### src/ipmrs_pkg.sv
// Shared types, operation codes and the register reset table of the PMIC register slave.
package ipmrs_pkg;

    localparam logic [1:0] OP_START_WRITE = 2'd0;
    localparam logic [1:0] OP_WRITE_BYTE  = 2'd1;
    localparam logic [1:0] OP_READ_BYTE   = 2'd2;

    localparam logic [7:0] ONOFF_ADDR      = 8'h41;
    localparam logic [7:0] CLEAR_ON_READ_A = 8'h0B;
    localparam logic [7:0] CLEAR_ON_READ_B = 8'h0C;
    localparam int         SOFT_RESET_BIT  = 7;
    localparam int         POWER_OFF_BIT   = 1;

    typedef struct packed {
        logic       rd;
        logic       wr;
        logic [7:0] addr;
        logic [7:0] wdata;
        logic       rst_req;
        logic       shut_req;
        logic       bad;
    } access_t;

    function automatic logic [7:0] reset_value(input logic [7:0] addr);
        logic [7:0] v;
        v = 8'h00;
        case (addr)
            8'h00: v = 8'h12;
            8'h01: v = 8'h03;
            8'h03: v = 8'h4C;
            8'h04: v = 8'h41;
            8'h0C: v = 8'h40;
            8'h0D: v = 8'h75;
            8'h0F, 8'h10, 8'h11: v = 8'hFF;
            8'h13: v = 8'h10;
            8'h1B: v = 8'h20;
            8'h1C: v = 8'h10;
            8'h22: v = 8'h07;
            8'h42: v = 8'h07;
            default:
            begin
                if ((addr >= 8'h1D && addr <= 8'h20) || (addr >= 8'h23 && addr <= 8'h34))
                begin
                    v = 8'h40;
                end
            end
        endcase
        return v;
    endfunction

endpackage

### src/ipmrs_req_if.sv
// Request channel carrying one bus event transaction into the register slave.
interface ipmrs_req_if;
    logic       valid;
    logic       ready;
    logic [1:0] operation;
    logic [7:0] data_byte;

    modport source (output valid, output operation, output data_byte, input ready);
    modport sink (input valid, input operation, input data_byte, output ready);
endinterface

### src/ipmrs_rsp_if.sv
// Response channel carrying one result transaction out of the register slave.
interface ipmrs_rsp_if;
    logic       valid;
    logic       ready;
    logic [7:0] read_data;
    logic       reset_request;
    logic       shutdown_request;
    logic       bad_address;

    modport source (output valid, output read_data, output reset_request,
                    output shutdown_request, output bad_address, input ready);
    modport sink (input valid, input read_data, input reset_request,
                  input shutdown_request, input bad_address, output ready);
endinterface

### src/i2c_pmic_register_slave_top.sv
// Top level of the byte-level PMIC register slave with auto-increment pointer.
//
// The req channel takes one bus event per transaction: operation selects start
// of write, write byte or read byte, and data_byte carries the master's byte.
// The rsp channel returns exactly one result transaction per request, in order,
// with read_data, reset_request, shutdown_request and bad_address.
// A response becomes valid once its result is registered: the bank read is
// registered at acceptance, and the result after it when the output is free.
// Throughput is one transaction per cycle while rsp.ready is high; pointer
// and bank updates take effect at the acceptance edge, so back-to-back
// accesses see each other's writes.
// Reset clears the pointer to empty and marks every register as holding its
// reset value; the block accepts requests in the first cycle after reset.
// When the receiver stalls, up to two results are held inside, after which
// req.ready falls until rsp.ready returns.
module i2c_pmic_register_slave_top
    import ipmrs_pkg::*;
#(
    parameter int REGISTER_COUNT = 91
)
(
    input  logic           clk,
    input  logic           rst_n,
    ipmrs_req_if.sink      req,
    ipmrs_rsp_if.source    rsp
);

    access_t    access;
    logic       accept;
    logic [7:0] mem_data;
    logic       mem_written;

    logic       a_valid_reg;
    logic       a_rd_reg;
    logic [7:0] a_addr_reg;
    logic       a_rst_reg;
    logic       a_shut_reg;
    logic       a_bad_reg;
    logic       b_valid_reg;
    logic [7:0] b_data_reg;
    logic       b_rst_reg;
    logic       b_shut_reg;
    logic       b_bad_reg;
    logic       b_load;
    logic [7:0] a_data;

    assign b_load = a_valid_reg && (!b_valid_reg || rsp.ready);
    assign req.ready = !a_valid_reg || b_load;
    assign accept = req.valid && req.ready;

    ipmrs_pointer #(.REGISTER_COUNT(REGISTER_COUNT)) u_pointer
    (
        .clk       (clk),
        .rst_n     (rst_n),
        .accept    (accept),
        .operation (req.operation),
        .data_byte (req.data_byte),
        .access    (access)
    );

    ipmrs_regbank #(.REGISTER_COUNT(REGISTER_COUNT)) u_regbank
    (
        .clk         (clk),
        .rst_n       (rst_n),
        .accept      (accept),
        .access      (access),
        .mem_data    (mem_data),
        .mem_written (mem_written)
    );

    always_comb
    begin
        a_data = 8'h00;
        if (a_rd_reg)
        begin
            a_data = mem_written ? mem_data : reset_value(a_addr_reg);
        end
    end

    always_ff @(posedge clk)
    begin
        if (accept)
        begin
            a_rd_reg <= access.rd;
            a_addr_reg <= access.addr;
            a_rst_reg <= access.rst_req;
            a_shut_reg <= access.shut_req;
            a_bad_reg <= access.bad;
        end
        if (b_load)
        begin
            b_data_reg <= a_data;
            b_rst_reg <= a_rst_reg;
            b_shut_reg <= a_shut_reg;
            b_bad_reg <= a_bad_reg;
        end
    end

    always_ff @(posedge clk or negedge rst_n)
    begin
        if (!rst_n)
        begin
            a_valid_reg <= 1'b0;
            b_valid_reg <= 1'b0;
        end
        else
        begin
            if (accept)
            begin
                a_valid_reg <= 1'b1;
            end
            else if (b_load)
            begin
                a_valid_reg <= 1'b0;
            end
            if (b_load)
            begin
                b_valid_reg <= 1'b1;
            end
            else if (rsp.ready)
            begin
                b_valid_reg <= 1'b0;
            end
        end
    end

    assign rsp.valid = b_valid_reg;
    assign rsp.read_data = b_data_reg;
    assign rsp.reset_request = b_rst_reg;
    assign rsp.shutdown_request = b_shut_reg;
    assign rsp.bad_address = b_bad_reg;

endmodule

### src/ipmrs_pointer.sv
// Register pointer with auto-increment and decode of one bus event into a bank access.
module ipmrs_pointer
    import ipmrs_pkg::*;
#(
    parameter int REGISTER_COUNT = 91
)
(
    input  logic       clk,
    input  logic       rst_n,
    input  logic       accept,
    input  logic [1:0] operation,
    input  logic [7:0] data_byte,
    output access_t    access
);

    localparam logic [8:0] COUNT = 9'(REGISTER_COUNT);

    logic [7:0] ptr_value_reg;
    logic [7:0] ptr_value_next;
    logic       ptr_valid_reg;
    logic       ptr_valid_next;
    logic [7:0] addr;
    logic       in_range;
    logic [8:0] inc;

    always_comb
    begin
        addr = ptr_valid_reg ? ptr_value_reg : 8'h00;
        in_range = {1'b0, addr} < COUNT;
        inc = {1'b0, addr} + 9'd1;
        for (int k = 0; k < 4; k++)
        begin
            if (inc >= COUNT)
            begin
                inc = inc - COUNT;
            end
        end

        access = '0;
        access.addr = addr;
        ptr_value_next = ptr_value_reg;
        ptr_valid_next = ptr_valid_reg;

        case (operation)
            OP_START_WRITE:
            begin
                ptr_valid_next = 1'b0;
            end
            OP_WRITE_BYTE:
            begin
                if (!ptr_valid_reg)
                begin
                    ptr_value_next = data_byte;
                    ptr_valid_next = 1'b1;
                end
                else
                begin
                    ptr_valid_next = 1'b0;
                    access.wr = in_range;
                    access.wdata = data_byte;
                    access.bad = !in_range;
                    if (in_range && addr == ONOFF_ADDR)
                    begin
                        access.rst_req = data_byte[SOFT_RESET_BIT];
                        access.shut_req = !data_byte[SOFT_RESET_BIT] && data_byte[POWER_OFF_BIT];
                    end
                end
            end
            OP_READ_BYTE:
            begin
                ptr_valid_next = 1'b1;
                ptr_value_next = inc[7:0];
                access.rd = in_range;
                access.bad = !in_range;
                access.wr = in_range && (addr == CLEAR_ON_READ_A || addr == CLEAR_ON_READ_B);
                access.wdata = 8'h00;
            end
            default:
            begin
            end
        endcase
    end

    always_ff @(posedge clk or negedge rst_n)
    begin
        if (!rst_n)
        begin
            ptr_value_reg <= 8'h00;
            ptr_valid_reg <= 1'b0;
        end
        else if (accept)
        begin
            ptr_value_reg <= ptr_value_next;
            ptr_valid_reg <= ptr_valid_next;
        end
    end

endmodule

### src/ipmrs_regbank.sv
// Register bank memory with per-entry written flags and a registered read port.
module ipmrs_regbank
    import ipmrs_pkg::*;
#(
    parameter int REGISTER_COUNT = 91
)
(
    input  logic       clk,
    input  logic       rst_n,
    input  logic       accept,
    input  access_t    access,
    output logic [7:0] mem_data,
    output logic       mem_written
);

    localparam int IDX_W = (REGISTER_COUNT > 1) ? $clog2(REGISTER_COUNT) : 1;

    logic [7:0]                mem [REGISTER_COUNT];
    logic [REGISTER_COUNT-1:0] written_reg;
    logic [7:0]                mem_data_reg;
    logic                      mem_written_reg;
    logic [IDX_W-1:0]          idx;

    assign idx = access.addr[IDX_W-1:0];

    always_ff @(posedge clk)
    begin
        if (accept && access.rd)
        begin
            mem_data_reg <= mem[idx];
        end
        if (accept && access.wr)
        begin
            mem[idx] <= access.wdata;
        end
    end

    always_ff @(posedge clk or negedge rst_n)
    begin
        if (!rst_n)
        begin
            written_reg <= '0;
            mem_written_reg <= 1'b0;
        end
        else if (accept)
        begin
            if (access.rd)
            begin
                mem_written_reg <= written_reg[idx];
            end
            if (access.wr)
            begin
                written_reg[idx] <= 1'b1;
            end
        end
    end

    assign mem_data = mem_data_reg;
    assign mem_written = mem_written_reg;

endmodule
### src/flat_wrapper.sv
// flat-port wrapper written by rule: the top's interface ports become plain ports
module i2c_pmic_register_slave_top_flat import ipmrs_pkg::*;
#(
    parameter int REGISTER_COUNT = 91
)
  (clk, rst_n, req_valid, req_operation, req_data_byte, req_ready, rsp_valid, rsp_read_data, rsp_reset_request, rsp_shutdown_request, rsp_bad_address, rsp_ready);
  ipmrs_req_if req_i ();
  ipmrs_rsp_if rsp_i ();
  input  logic clk;
  input  logic rst_n;
  input wire logic [$bits(req_i.valid)-1:0] req_valid;
  input wire logic [$bits(req_i.operation)-1:0] req_operation;
  input wire logic [$bits(req_i.data_byte)-1:0] req_data_byte;
  output wire logic [$bits(req_i.ready)-1:0] req_ready;
  output wire logic [$bits(rsp_i.valid)-1:0] rsp_valid;
  output wire logic [$bits(rsp_i.read_data)-1:0] rsp_read_data;
  output wire logic [$bits(rsp_i.reset_request)-1:0] rsp_reset_request;
  output wire logic [$bits(rsp_i.shutdown_request)-1:0] rsp_shutdown_request;
  output wire logic [$bits(rsp_i.bad_address)-1:0] rsp_bad_address;
  input wire logic [$bits(rsp_i.ready)-1:0] rsp_ready;
  assign req_i.valid = req_valid;
  assign req_i.operation = req_operation;
  assign req_i.data_byte = req_data_byte;
  assign req_ready = req_i.ready;
  assign rsp_valid = rsp_i.valid;
  assign rsp_read_data = rsp_i.read_data;
  assign rsp_reset_request = rsp_i.reset_request;
  assign rsp_shutdown_request = rsp_i.shutdown_request;
  assign rsp_bad_address = rsp_i.bad_address;
  assign rsp_i.ready = rsp_ready;
  i2c_pmic_register_slave_top #(.REGISTER_COUNT(REGISTER_COUNT)) u_core (.clk(clk), .rst_n(rst_n), .req(req_i), .rsp(rsp_i));
endmodule
### config.mk
export PLATFORM = sky130hd
export DESIGN_NAME = i2c_pmic_register_slave_top_flat
export DESIGN_NICKNAME = d
export VERILOG_FILES = /design/src/ipmrs_pkg.sv /design/src/ipmrs_req_if.sv /design/src/ipmrs_rsp_if.sv /design/src/i2c_pmic_register_slave_top.sv /design/src/ipmrs_pointer.sv /design/src/ipmrs_regbank.sv /design/src/flat_wrapper.sv
export SDC_FILE = /design/constraint.sdc
export NUM_CORES = 1
export LEC_CHECK = 0
export ABC_AREA = 0
export BUFFER_PORTS_ARGS = -buffer_cell sky130_fd_sc_hd__buf_2
export CAP_MARGIN = 40
export CELL_PAD_IN_SITES_DETAIL_PLACEMENT = 0
export CELL_PAD_IN_SITES_GLOBAL_PLACEMENT = 1
export CORE_MARGIN = 1.5
export CORE_UTILIZATION = 35
export DETAILED_ROUTE_END_ITERATION = 8
export PLACE_DENSITY_LB_ADDON = 0.1
export SYNTH_ARGS = -nofsm -noshare
export SYNTH_HDL_FRONTEND = slang
export SYNTH_SLANG_ARGS = --single-unit
### constraint.sdc
create_clock -name clk -period 20.4 [get_ports clk]
set_input_delay 2.04 -clock clk [delete_from_list [all_inputs] [get_ports clk]]
set_output_delay 2.04 -clock clk [all_outputs]
set_load 0.01 [all_outputs]
== After elaboration in Yosys (flattened, before gate mapping) ==
Memories as Yosys holds them, arrays and structs flattened. A register that Yosys moved wholly into a read port is not among the register bits.
Index checks and enable logic that the tools add are counted.
W data, S select, Z words.

* Register bits: 126
* Memory bits (writable): 728
* Logic and storage cells: 113
* Memories kept: 1

* Add/sub/neg operators: 5
* Order comparisons: 11
* Equal/unequal tests: 19
* Multiplexer cells: 29
* Bitwise gates (word level): 1
* Reductions and logical operators: 32

{| class="wikitable"
|+ Memories
! memory !! depth !! bits a word !! read ports !! clocked after Yosys merged registers in !! write ports !! RTL line !! source
|-
| u_core.u_regbank.mem || 91 || 8 || 1 || 1 || 1 || ipmrs_regbank.sv:18 || <nowiki>logic [7:0] mem [REGISTER_COUNT];</nowiki>
|}

{| class="wikitable"
|+ Operator list
! kind !! count
|-
| $or A91 B91 Y91 || 1
|-
| $pmux W8 S10 || 1
|-
| $eq A8 B4 Y1 const B || 5
|-
| $eq A8 B5 Y1 const B || 5
|-
| $mux W8 || 5
|-
| $ge A9 B7 Y1 const B || 4
|-
| $mux W9 || 3
|-
| $sub A9 B7 Y9 const B || 3
|-
| $eq A8 B7 Y1 const B || 2
|-
| $le A8 B6 Y1 const B || 2
|-
| $pmux W8 S2 || 1
|-
| $mux W1 || 11
|-
| $mux W11 || 1
|-
| $logic_and A1 B1 Y1 || 10
|-
| $add A8 B1 Y9 const B || 1
|-
| $eq A8 B1 Y1 const B || 1
|-
| $eq A8 B2 Y1 const B || 1
|-
| $eq A8 B3 Y1 const B || 1
|-
| $eq A8 B6 Y1 const B || 1
|-
| $ge A8 B5 Y1 const B || 1
|-
| $ge A8 B6 Y1 const B || 1
|-
| $logic_not A8 Y1 || 1
|-
| $lt A7 B8 Y1 const B || 1
|-
| $lt A8 B7 Y1 const B || 1
|-
| other kinds (20) || 33
|}

== Longest topological paths before layout ==
Gate-level depths: netlist (run 1).

* Depth in word-level cells: 11
* Mapped depth: 33
* Gate-level depth less buffers: 25

== Modules after synthesis ==
Synthesis (run 1) repeated with hierarchy kept, for this count alone.

* Cells, all modules: 2,268
* Area, all modules: 36,172.2 µm²

{| class="wikitable"
|+ By module, submodules not included
! module !! times used !! cells each !! area each (µm²)
|-
| ipmrs_regbank || 1 || 1,845 || 32,447.4
|-
| ipmrs_pointer || 1 || 328 || 2,511.2
|-
| i2c_pmic_register_slave_top || 1 || 95 || 1,213.7
|}

== Worst setup path before layout (run 1) ==
No wires, ideal clock.

* Path kind: flip-flop to flip-flop
* From: reg u_core.u_pointer.ptr_valid_reg
* To: reg u_core.u_pointer.ptr_value_reg[3]
* Arrival: 7.188 ns
* Required time: 20.278 ns
* Setup slack: 13.091 ns
* Stages on the path, launching flop included: 33
* Buffers on the path: 7
* Clock period less this slack: 7.309 ns
* Cells stage by stage: dfrtp_1 buf_6 buf_6 nand2_1 clkinv_1 buf_1 clkbuf_1 clkbuf_1 buf_1 ha_1 buf_2 and3b_1 a2111oi_2 a211oi_1 a21oi_2 nor2_1 xnor2_1 inv_1 ha_1 nor2b_1 a311oi_4 nand2_2 xnor2_1 inv_1 ha_1 xnor3_1 a21oi_1 a21oi_1 a221o_2 a2bb2oi_1 mux2_1 mux2i_1 nand2_1

{| class="wikitable"
|+ RTL lines
! what !! RTL line !! source
|-
| start: declaration || ipmrs_pointer.sv:20 || <nowiki>logic ptr_valid_reg;</nowiki>
|-
| start signal: assignment || ipmrs_pointer.sv:94 || <nowiki>ptr_valid_reg <= ptr_valid_next;</nowiki>
|-
| end signal: assignment || ipmrs_pointer.sv:93 || <nowiki>ptr_value_reg <= ptr_value_next;</nowiki>
|-
| end: declaration || ipmrs_pointer.sv:18 || <nowiki>logic [7:0] ptr_value_reg;</nowiki>
|}

== Worst setup path after layout (run 1) ==
* From: reg u_core.u_pointer.ptr_value_reg[0]
* To: reg u_core.u_pointer.ptr_value_reg[3]

* Cells in the longest elaborated chain, start to end: 11

{| class="wikitable"
|+ RTL lines
! what !! RTL line !! source
|-
| $mux W8 * || ipmrs_pointer.sv:28 || <nowiki>addr = ptr_valid_reg ? ptr_value_reg : 8'h00;</nowiki>
|-
| $add A8 B1 Y9 * || ipmrs_pointer.sv:30 || <nowiki>inc = {1'b0, addr} + 9'd1;</nowiki>
|-
| $sub A9 B7 Y9 or $ge A9 B7 Y1 (tied branches) || ipmrs_pointer.sv:35, ipmrs_pointer.sv:33 ||
|-
| $mux W9 * || ipmrs_pointer.sv:33 || <nowiki>if (inc >= COUNT)</nowiki>
|-
| $sub A9 B7 Y9 or $ge A9 B7 Y1 (tied branches) || ipmrs_pointer.sv:35, ipmrs_pointer.sv:33 ||
|-
| $mux W9 * || ipmrs_pointer.sv:33 ||
|-
| $sub A9 B7 Y9 or $ge A9 B7 Y1 (tied branches) || ipmrs_pointer.sv:35, ipmrs_pointer.sv:33 ||
|-
| $mux W9 * || ipmrs_pointer.sv:33 ||
|-
| $sub A8 B7 Y8 or $ge A9 B7 Y1 (tied branches) || ipmrs_pointer.sv:35, ipmrs_pointer.sv:33 ||
|-
| $mux W8 * || ipmrs_pointer.sv:33 ||
|-
| $pmux W8 S2 * || ipmrs_pointer.sv:44 || <nowiki>case (operation)</nowiki>
|}

Every way passes the cells marked *; elsewhere a longest branch is shown, timed or not.
A chain may end at the register's enable or synchronous reset.

==> summary.txt, run 1 <==
Logic synthesis
  – Synth Instances: 2399
  – Most frequent cell after synthesis: edfxtp_1
  – Distinct cells, synth: 89
  – EDFF count, synth: 759
  – Synth area leader: edfxtp_1
  – Syn Area/Cell: 14.5 um^2
  – Post-synth top area share: 65.6%
  – Primary FF master, synth: edfxtp_1
  – Syn_nets: 2422
  – Post-synth ARST share: 11.9%
  – Seq cells post-synth: 862
  – Top cells by count, synth: 759 x edfxtp_1, 175 x nand2_1, 171 x nor2_1, 141 x a22oi_1, 136 x a21oi_1
  – Synthesized area: 0.0347 mm^2
  – Largest cells by area after synthesis: edfxtp_1 66%, dfrtp_1 7.4%, a22oi_1 3.0%, a21oi_1 2.0%, nand2_1 1.9%
  – Register area share after synthesis: 73.0%
  – Yosys warns: 0

Routing
  – Routed WL: 121 mm
  – DRT antenna net count: 0
  – Drt pass-1 iters: 6
  – WL/cell: 31.0 um
  – DRT iter0 DRCs: 2366
  – Via-to-Cell Ratio: 5.79
  – DR vias: 22569
  – Residual DRC: 0

STA
  – Fin crit share: 37.9%
  – Skew final: 43.1 ps
  – Fmax achieved: 129 MHz
  – Max-slew headroom: 41.1%
  – Setup violators final: 0
  – Slew Limit Fails: 0
  – Final Hold Fails: 0
  – RSZ-0062 raised after global routing: false
  – Min cycle time layout: 7730 ps
  – Worst-margin pin slew: 883 ps
  – Final TNS setup: 0 ps

Global route
  – Vias in the first global route: 22562
  – First-pass GRT wire length: 172 mm
  – GRT overflow: 0
  – Total track usage: 23.7%
  – Antenna violations before repair: 2
  – Largest net degree at the start of global routing: 93

Power
  – Internal: 3.03 mW
  – Leakage: 13.9 nW
  – Pwr/cell area: 103 mW/mm^2
  – Part of the power in registers: 46.8%
  – Net Sw Frac: 27.3%
  – Worst vdd ir: 0.0000605 V
  – Clock power frac: 39.7%
  – Logic pwr share: 13.5%
  – NetSw: 1.14 mW

Die
  – Initial Utilization: 35.3%
  – IO Pins: 27
  – Core Footprint: 0.0984 mm^2
  – Cell row count: 115
  – Die Wd: 318 um
  – Die area: 0.101 mm^2
  – Die height: 318 um

Critical path
  – Max FO, Critical Path: 34
  – CP Data Required Time: 20970 ps
  – CP arrival: 8300 ps
  – Most used cell, CP: ha_1
  – Critical path's largest stage delay: 770 ps
  – Crit-path slowest cell: dfrtp_4
  – Crit Path Category: reg -> reg
  – Crit start category: flop
  – Setup crit end kind: flop

CTS
  – TritonCTS clock tree: done
  – H-tree Lvls: 3
  – Max Buffers Root-to-Sink: 3
  – Hold-fix buffers at CTS: 0
  – CTS buffer count: 95
  – CTS sink cnt: 862
  – Clk slew on worst S/H paths: 70 ps
  – Root Driver: clkbuf_16
  – Clk Latency, worst-skew pair: 700 ps
  – Number of setup buffers added after CTS: 0
  – Post_cts resized: 0

Final layout
  – Fillers: 9090
  – Area Overhead vs Synth: 16.5%
  – Final Non-Filler Cells: 3900
  – Largest register FFs: 728
  – Share of cells above drive strength 1: 17.9%
  – N_diodes: 0
  – Final #Nets: 2555

Job
  – Max cap viols: 0

Placement
  – Final HPWL DP: 74.5 mm
  – Placer Congestion: 0.817
  – Port bufs: 26
  – Placed instance count: 3722

Worst hold path
  – Hold WC Path Type: reg -> reg

Outcome
  – Status: completed
[cells in the final DEF, fill, tap and decap left out, drive strengths merged, types with 7 or more instances in the layout]
cell type and count:
o211ai 8, nor4 8, mux2 9, nand4 10, nand2 179, o21ai 80
clkinv 27, or3 9, nor3 28, mux2i 51, and3 21, buf 186
a22oi 141, a21oi 141, a31oi 34, nor2b 8, inv 29, dfrtp 103
nor2 171, a21o 7, nand2b 11, o22ai 39, o221ai 17, edfxtp 759
xnor2 13, clkbuf 139, a211oi 11, and2 12, a221o 15, or2 97
a221oi 73, ha 9, nand3 22, a22o 45, a222oi 19
[metrics by stage]
stage	total power [mW]	util (%)	worst slack (ps)	hold slack, ps	instance area (um^2)
2_1_floorplan	2.30	-	13090	400	34700
3_3_place_gp	2.55	37.1	12870	400	36500
3_5_place_dp	2.55	38.1	12780	407	37500
4_1_cts	4.20	41.1	12710	433	40500
5_1_grt	4.30	41.1	12230	433	40500
6_report	4.17	41.1	12670	425	40500
[final cells by class]
class	count	area (um^2)	area share (%)
Sequential cell	862	25400	62.7
Multi-Input combinational cell	1364	8810	21.8
Clock buffer	139	2640	6.51
Timing Repair Buffer	186	1630	4.04
Tap cell	1287	1610	3.98
Clock inverter	39	318	0.785
Inverter	23	88.8	0.220
[cell families (layout without fill, tap and decap cells)]
kind of cell             count (synthesis)  in the layout  share of synthesized area, %
XOR/XNOR                                18             18                         0.515
AND/OR/NAND/NOR                        590            590                          8.12
adder cells (fa/ha/maj)                 10             10                         0.357
flip-flops                             862            862                          73.0
multiplexers                            62             62                          1.90
buffers and inverters                  173            387                          1.98
AO/OA/AOI/OAI                          684            684                          14.1
[worst paths after layout]
path | slack [ps] | endpoint | start | cells past startpoint
min in group asynchronous | 1380 | u_core.u_regbank.written_reg[8]$_DFFE_PN0P_ | rst_n | 1
worst max register to register | 12670 | u_core.u_pointer.ptr_value_reg[3]$_DFFE_PN0P_ | u_core.u_pointer.ptr_value_reg[0]$_DFFE_PN0P_ | 25
worst min-delay path | 430 | u_core.rsp.shutdown_request$_DFFE_PP_ | u_core.a_shut_reg$_SDFFCE_PN0P_ | 0
max in group asynchronous | 17920 | u_core.u_pointer.ptr_value_reg[0]$_DFFE_PN0P_ | rst_n | 3
worst min register to register | 430 | u_core.rsp.shutdown_request$_DFFE_PP_ | u_core.a_shut_reg$_SDFFCE_PN0P_ | 0
worst max-delay path | 12670 | u_core.u_pointer.ptr_value_reg[3]$_DFFE_PN0P_ | u_core.u_pointer.ptr_value_reg[0]$_DFFE_PN0P_ | 25
[layer usage]
| layer | GRT usage [%] | up-vias | part of all wire [%] |
|---|---|---|---|
| li1 | - | 9736 | - |
| met1 | 32.7 | 11789 | 44 |
| met2 | 38.4 | 879 | 47 |
| met3 | 3.69 | 165 | 6.3 |
| met4 | 7.44 | 0 | 2.7 |
| met5 | 0 | - | 0 |
[worst max-delay path: cells and delay by family (launching register included)]
| family | cells | cell delay, ps |
|---|---|---|
| AO/OA/AOI/OAI | 8 | 2410 |
| XOR/XNOR | 3 | 990 |
| adder cells (fa/ha/maj) | 3 | 1010 |
| buffers and inverters | 3 | 710 |
| flip-flops | 1 | 770 |
| multiplexers | 2 | 510 |
| AND/OR/NAND/NOR | 6 | 1160 |
[power by group through the flow]
stage | clock [mW] | sequential (mW) | combinational, mW
after floorplan | 0 | 1.97 | 0.329
after global placement | 0 | 1.99 | 0.558
after detailed placement | 0 | 1.99 | 0.562
after CTS | 1.69 | 1.95 | 0.564
after global routing | 1.75 | 1.95 | 0.598
final | 1.65 | 1.95 | 0.563
Power figures use the tool's default switching activity.
==> run 2, diff against run 1 <==
==> constraint.sdc (replaced) <==
create_clock -name clk -period 8 [get_ports clk]
set_input_delay 0.8 -clock clk [delete_from_list [all_inputs] [get_ports clk]]
set_output_delay 0.8 -clock clk [all_outputs]
set_load 0.01 [all_outputs]
==> summary.txt, run 2 (same netlist as run 1, synthesis figures left out) <==
Routing
  – WL/cell: 31.0 um
  – Drt pass-1 iters: 8
  – DR vias: 22492
  – DRT antenna net count: 0
  – Via-to-Cell Ratio: 5.77
  – Residual DRC: 0
  – DRT iter0 DRCs: 2480
  – Routed WL: 121 mm

Critical path
  – Max FO, Critical Path: 16
  – Reg2reg path depth: 26
  – Crit start category: flop
  – Crit Path Category: reg -> reg
  – CP arrival: 7640 ps
  – FF-to-FF Start: u_core.u_pointer.ptr_valid_reg$_DFFE_PN0P_
  – Setup crit end kind: flop
  – Setup slack, reg-to-reg: 930 ps
  – CP Data Required Time: 8560 ps
  – Crit Reg-Reg Endpoint: u_core.u_pointer.ptr_value_reg[3]$_DFFE_PN0P_

Die
  – Initial Utilization: 35.3%
  – Die Wd: 318 um
  – Die area: 0.101 mm^2
  – Core Footprint: 0.0984 mm^2
  – Die height: 318 um
  – Cell row count: 115
  – IO Pins: 27

CTS
  – Clk slew on worst S/H paths: 50 ps
  – Hold-fix buffers at CTS: 0
  – Number of setup buffers added after CTS: 0
  – CTS buffer count: 95
  – H-tree Lvls: 3
  – Post_cts resized: 0
  – TritonCTS clock tree: done
  – Root Driver: clkbuf_16
  – Max Buffers Root-to-Sink: 3
  – CTS sink cnt: 862
  – Clk Latency, worst-skew pair: 690 ps

STA
  – Worst-margin pin slew: 979 ps
  – Final Hold Fails: 0
  – Setup WS post-layout: 927 ps
  – Final TNS setup: 0 ps
  – Fin crit share: 88.4%
  – Min cycle time layout: 7070 ps
  – RSZ-0062 raised after global routing: false
  – Max-slew headroom: 34.7%
  – Setup violators final: 0
  – Fmax achieved: 141 MHz
  – Slew Limit Fails: 0
  – Skew final: 26.4 ps

Final layout
  – Final #Nets: 2557
  – Share of cells above drive strength 1: 18.8%
  – Multi-input logic area: 0.00881 mm^2
  – Finished Cell Area: 0.0407 mm^2
  – N_diodes: 0
  – Final Util: 41.4%
  – Commonest non-fill, non-tap cell in the layout: edfxtp_1
  – Area Overhead vs Synth: 17.2%
  – Register area: 0.0254 mm^2
  – Largest register FFs: 728
  – Most frequent cells in the layout: 759 x edfxtp_1, 173 x nand2_1, 161 x nor2_1, 141 x a22oi_1, 136 x a21oi_1
  – Fillers: 9040

Placement
  – Placer Congestion: 0.801
  – Placed Area: 0.0376 mm^2
  – Port bufs: 26
  – Setup WS pre-CTS: 937 ps
  – Final HPWL DP: 75.5 mm

Global route
  – Total track usage: 23.8%
  – GRT overflow: 0
  – First-pass GRT wire length: 173 mm
  – Largest net degree at the start of global routing: 76
  – Antenna violations before repair: 5
  – Vias in the first global route: 22342

Worst hold path
  – Hold WC Path Type: in -> async

Power
  – Total Power: 10.9 mW
  – Worst vdd ir: 0.000174 V
  – Leakage: 14.0 nW
  – Pwr/cell area: 268 mW/mm^2

Outcome
  – Status: completed

Job
  – Max cap viols: 0
[run 2: cell count changes in the layout (fill, tap and decap cells not counted), sizes merged]
| cell | change |
|---|---|
| clkinv | +7 |
| bufinv | +6 |
| inv | -5 |
| clkbuf | -10 |
| buf | +2 |
[run 2: how the worst max path moves through the flow]
stage | to | slack, ps | from
floorplan | u_core.u_pointer.ptr_value_reg[3]$_DFFE_PN0P_ | 690 | u_core.u_pointer.ptr_valid_reg$_DFFE_PN0P_
global placement | u_core.u_pointer.ptr_value_reg[3]$_DFFE_PN0P_ | 940 | u_core.u_pointer.ptr_valid_reg$_DFFE_PN0P_
detailed placement | u_core.u_pointer.ptr_value_reg[3]$_DFFE_PN0P_ | 940 | u_core.u_pointer.ptr_valid_reg$_DFFE_PN0P_
CTS | u_core.u_pointer.ptr_value_reg[3]$_DFFE_PN0P_ | 900 | u_core.u_pointer.ptr_valid_reg$_DFFE_PN0P_
global route | u_core.u_pointer.ptr_value_reg[3]$_DFFE_PN0P_ | 350 | u_core.u_pointer.ptr_valid_reg$_DFFE_PN0P_
finish | u_core.u_pointer.ptr_value_reg[3]$_DFFE_PN0P_ | 930 | u_core.u_pointer.ptr_valid_reg$_DFFE_PN0P_
[run 2: per-layer routing]
| layer | share of wire (%) | global-route usage [%] | wire length (um) | up-vias |
|---|---|---|---|---|
| met3 | 5.6 | 3.04 | 6760 | 161 |
| met5 | 0 | 0 | 0 | - |
| met2 | 47 | 38.2 | 56800 | 839 |
| li1 | - | - | - | 9741 |
| met4 | 2.6 | 7.25 | 3170 | 0 |
| met1 | 45 | 33.7 | 54100 | 11751 |
[run 2: through the flow]
step	cells	hold WS (ps)
4_1_cts	3898	196
6_report	3900	193
5_1_grt	3900	239
2_1_floorplan	2399	400
3_3_place_gp	3625	416
3_5_place_dp	3722	415
[run 2: critical path: stages, from the launching register on]
cell and delay [ps]:
dfrtp_1 690, and2_1 210, buf_4 230, ha_1 370
and3b_1 270, a2111oi_2 240, buf_4 210, a211oi_1 80
a21oi_2 360, nor2_1 190, xnor2_1 230, inv_1 100
ha_1 270, nor2b_1 210, a311oi_4 420, nand2_2 170
xnor2_1 340, inv_1 120, ha_1 310, xnor3_1 390
a21oi_1 220, a21oi_1 70, a221o_2 400, a2bb2oi_1 210
mux2_1 360, mux2i_1 170, nand2_1 60
[run 2: area by class of cell]
type	instances	area share [%]
sequential	862	62.3
tap	1287	3.95
multi-input combinational	1364	21.6
timing repair buffer	188	4.13
inverter	23	0.218
clock buffer	129	6.52
clock inverter	47	1.27
[run 2: report_power, final]
group | switching (mW) | internal [mW] | leakage (nW)
registers | 0.0534 | 4.91 | 8.04
logic | 1.05 | 0.445 | 4.44
clock network | 1.83 | 2.62 | 1.55
total | 2.93 | 7.97 | 14.0
==> run 3, diff against run 2 <==
--- a/config.mk
+++ b/config.mk
@@ -14,6 +14,7 @@
 export CORE_UTILIZATION = 35
 export DETAILED_ROUTE_END_ITERATION = 8
 export PLACE_DENSITY_LB_ADDON = 0.1
+export REMOVE_ABC_BUFFERS = 1
 export SYNTH_ARGS = -nofsm -noshare
 export SYNTH_HDL_FRONTEND = slang
 export SYNTH_SLANG_ARGS = --single-unit
==> summary.txt, run 3 (same netlist as run 1, synthesis figures left out) <==
Placement
  – Placer Congestion: 0.820
  – Final HPWL DP: 74.6 mm
  – Placed instance count: 3724
  – Port bufs: 26

STA
  – Min cycle time layout: 7040 ps
  – Hold WS: 99.6 ps
  – Skew final: 25.2 ps
  – Slew Limit Fails: 0
  – Fin crit share: 88.0%
  – Worst-margin pin slew: 983 ps
  – Max-slew headroom: 34.5%
  – Setup violators final: 0
  – Final Hold Fails: 0
  – Fmax achieved: 142 MHz
  – RSZ-0062 raised after global routing: false

Global route
  – First-pass GRT wire length: 172 mm
  – GRT overflow: 0
  – Total track usage: 23.5%
  – Largest net degree at the start of global routing: 90
  – Antenna violations before repair: 2
  – Vias in the first global route: 22491

Power
  – Pwr/cell area: 270 mW/mm^2
  – Leakage: 14.1 nW
  – Worst vdd ir: 0.000164 V

Routing
  – Drt pass-1 iters: 7
  – Via-to-Cell Ratio: 5.79
  – Routed WL: 119 mm
  – DRT iter0 DRCs: 2593
  – Residual DRC: 0
  – WL/cell: 30.6 um
  – DR vias: 22597
  – DRT antenna net count: 0

Final layout
  – Commonest non-fill, non-tap cell in the layout: edfxtp_1
  – Share of cells above drive strength 1: 18.9%
  – Area Overhead vs Synth: 17.5%
  – Final #Nets: 2558
  – Largest register FFs: 728
  – Final Non-Filler Cells: 3904
  – Most frequent cells in the layout: 759 x edfxtp_1, 172 x nand2_1, 162 x nor2_1, 141 x a22oi_1, 136 x a21oi_1
  – Final Util: 41.5%

CTS
  – Clk Latency, worst-skew pair: 670 ps
  – Max Buffers Root-to-Sink: 3
  – Root Driver: clkbuf_16
  – Clk slew on worst S/H paths: 60 ps
  – CTS buffer count: 95
  – Post_cts resized: 0
  – CTS sink cnt: 862
  – H-tree Lvls: 3
  – TritonCTS clock tree: done
  – Number of setup buffers added after CTS: 0
  – Hold-fix buffers at CTS: 0

Die
  – Die area: 0.101 mm^2
  – IO Pins: 27
  – Die Wd: 318 um
  – Initial Utilization: 35.3%
  – Core Footprint: 0.0984 mm^2
  – Die height: 318 um
  – Cell row count: 115

Critical path
  – CP Data Required Time: 8540 ps
  – Crit Path Category: reg -> reg
  – CP arrival: 7580 ps
  – Max FO, Critical Path: 16
  – Setup crit end kind: flop
  – Crit start category: flop

Outcome
  – Status: completed

Worst hold path
  – Hold WC Path Type: in -> async

Job
  – Max cap viols: 0
[run 3: area by class of cell]
cell class                 instances  area (um^2)
fill                            9071        57600
sequential                       862        25400
multi-input combinational       1364         8810
clock buffer                     132         2700
timing repair buffer             189         1650
tap                             1287         1610
clock inverter                    46          576
inverter                          23         88.8
antenna                            1         2.50
[run 3: per-layer routing]
| layer | share of wire [%] | global-route usage, % | wire length, um |
|---|---|---|---|
| met1 | 45 | 33.6 | 53500 |
| met2 | 48 | 38.3 | 56800 |
| met3 | 5.7 | 2.89 | 6860 |
| met4 | 1.9 | 5.53 | 2280 |
| met5 | 0 | 0 | 0 |
[run 3: worst paths after layout]
kind,cells past startpoint,startpoint,to,slack (ps)
setup / recovery,26,u_core.u_pointer.ptr_value_reg[1]$_DFFE_PN0P_,u_core.u_pointer.ptr_value_reg[3]$_DFFE_PN0P_,960
hold / removal,1,rst_n,u_core.u_regbank.written_reg[64]$_DFFE_PN0P_,100
setup reg to reg,26,u_core.u_pointer.ptr_value_reg[1]$_DFFE_PN0P_,u_core.u_pointer.ptr_value_reg[3]$_DFFE_PN0P_,960
hold reg to reg,0,u_core.a_rst_reg$_SDFFCE_PN0P_,u_core.rsp.reset_request$_DFFE_PP_,420
max in group asynchronous,3,rst_n,u_core.u_pointer.ptr_value_reg[0]$_DFFE_PN0P_,6850
min in group clk,2,req_valid,u_core.a_valid_reg$_DFFE_PN0P_,360
[run 3: report_power, final]
group          leakage [nW]  total [mW]  internal, mW  switching (mW)
Sequential             8.04        4.96          4.91          0.0535
Combinational          4.43        1.46         0.434            1.02
Clock                  1.62        4.60          2.78            1.82
Total                  14.1        11.0          8.12            2.90
[run 3: per-stage QoR]
step           setup TNS (ps)  instance area [um^2]  setup WS (ps)  power, mW
2_1_floorplan        -1072110                 34100          -3960       5.83
3_3_place_gp                0                 36500           1010       6.50
3_5_place_dp                0                 37500           1010       6.50
4_1_cts                     0                 40800            974       11.1
5_1_grt                     0                 40800            332       11.4
6_report                    0                 40800            959       11.0
[run 3: worst max-delay path, cell delays in order, from the launching register on]
cell and delay, ps:
dfrtp_1 320, buf_4 220, and2_1 160, buf_4 240
ha_1 370, and3b_1 270, a2111oi_2 520, a211oi_1 190
a21oi_2 370, nor2_1 170, xnor2_1 210, inv_1 100
ha_1 270, nor2b_1 210, a311oi_4 450, nand2_2 170
xnor2_1 360, inv_1 130, ha_1 320, xnor3_1 390
a21oi_1 180, a21oi_1 70, a221o_2 410, a2bb2oi_1 230
mux2_1 360, mux2i_1 170, nand2_1 70
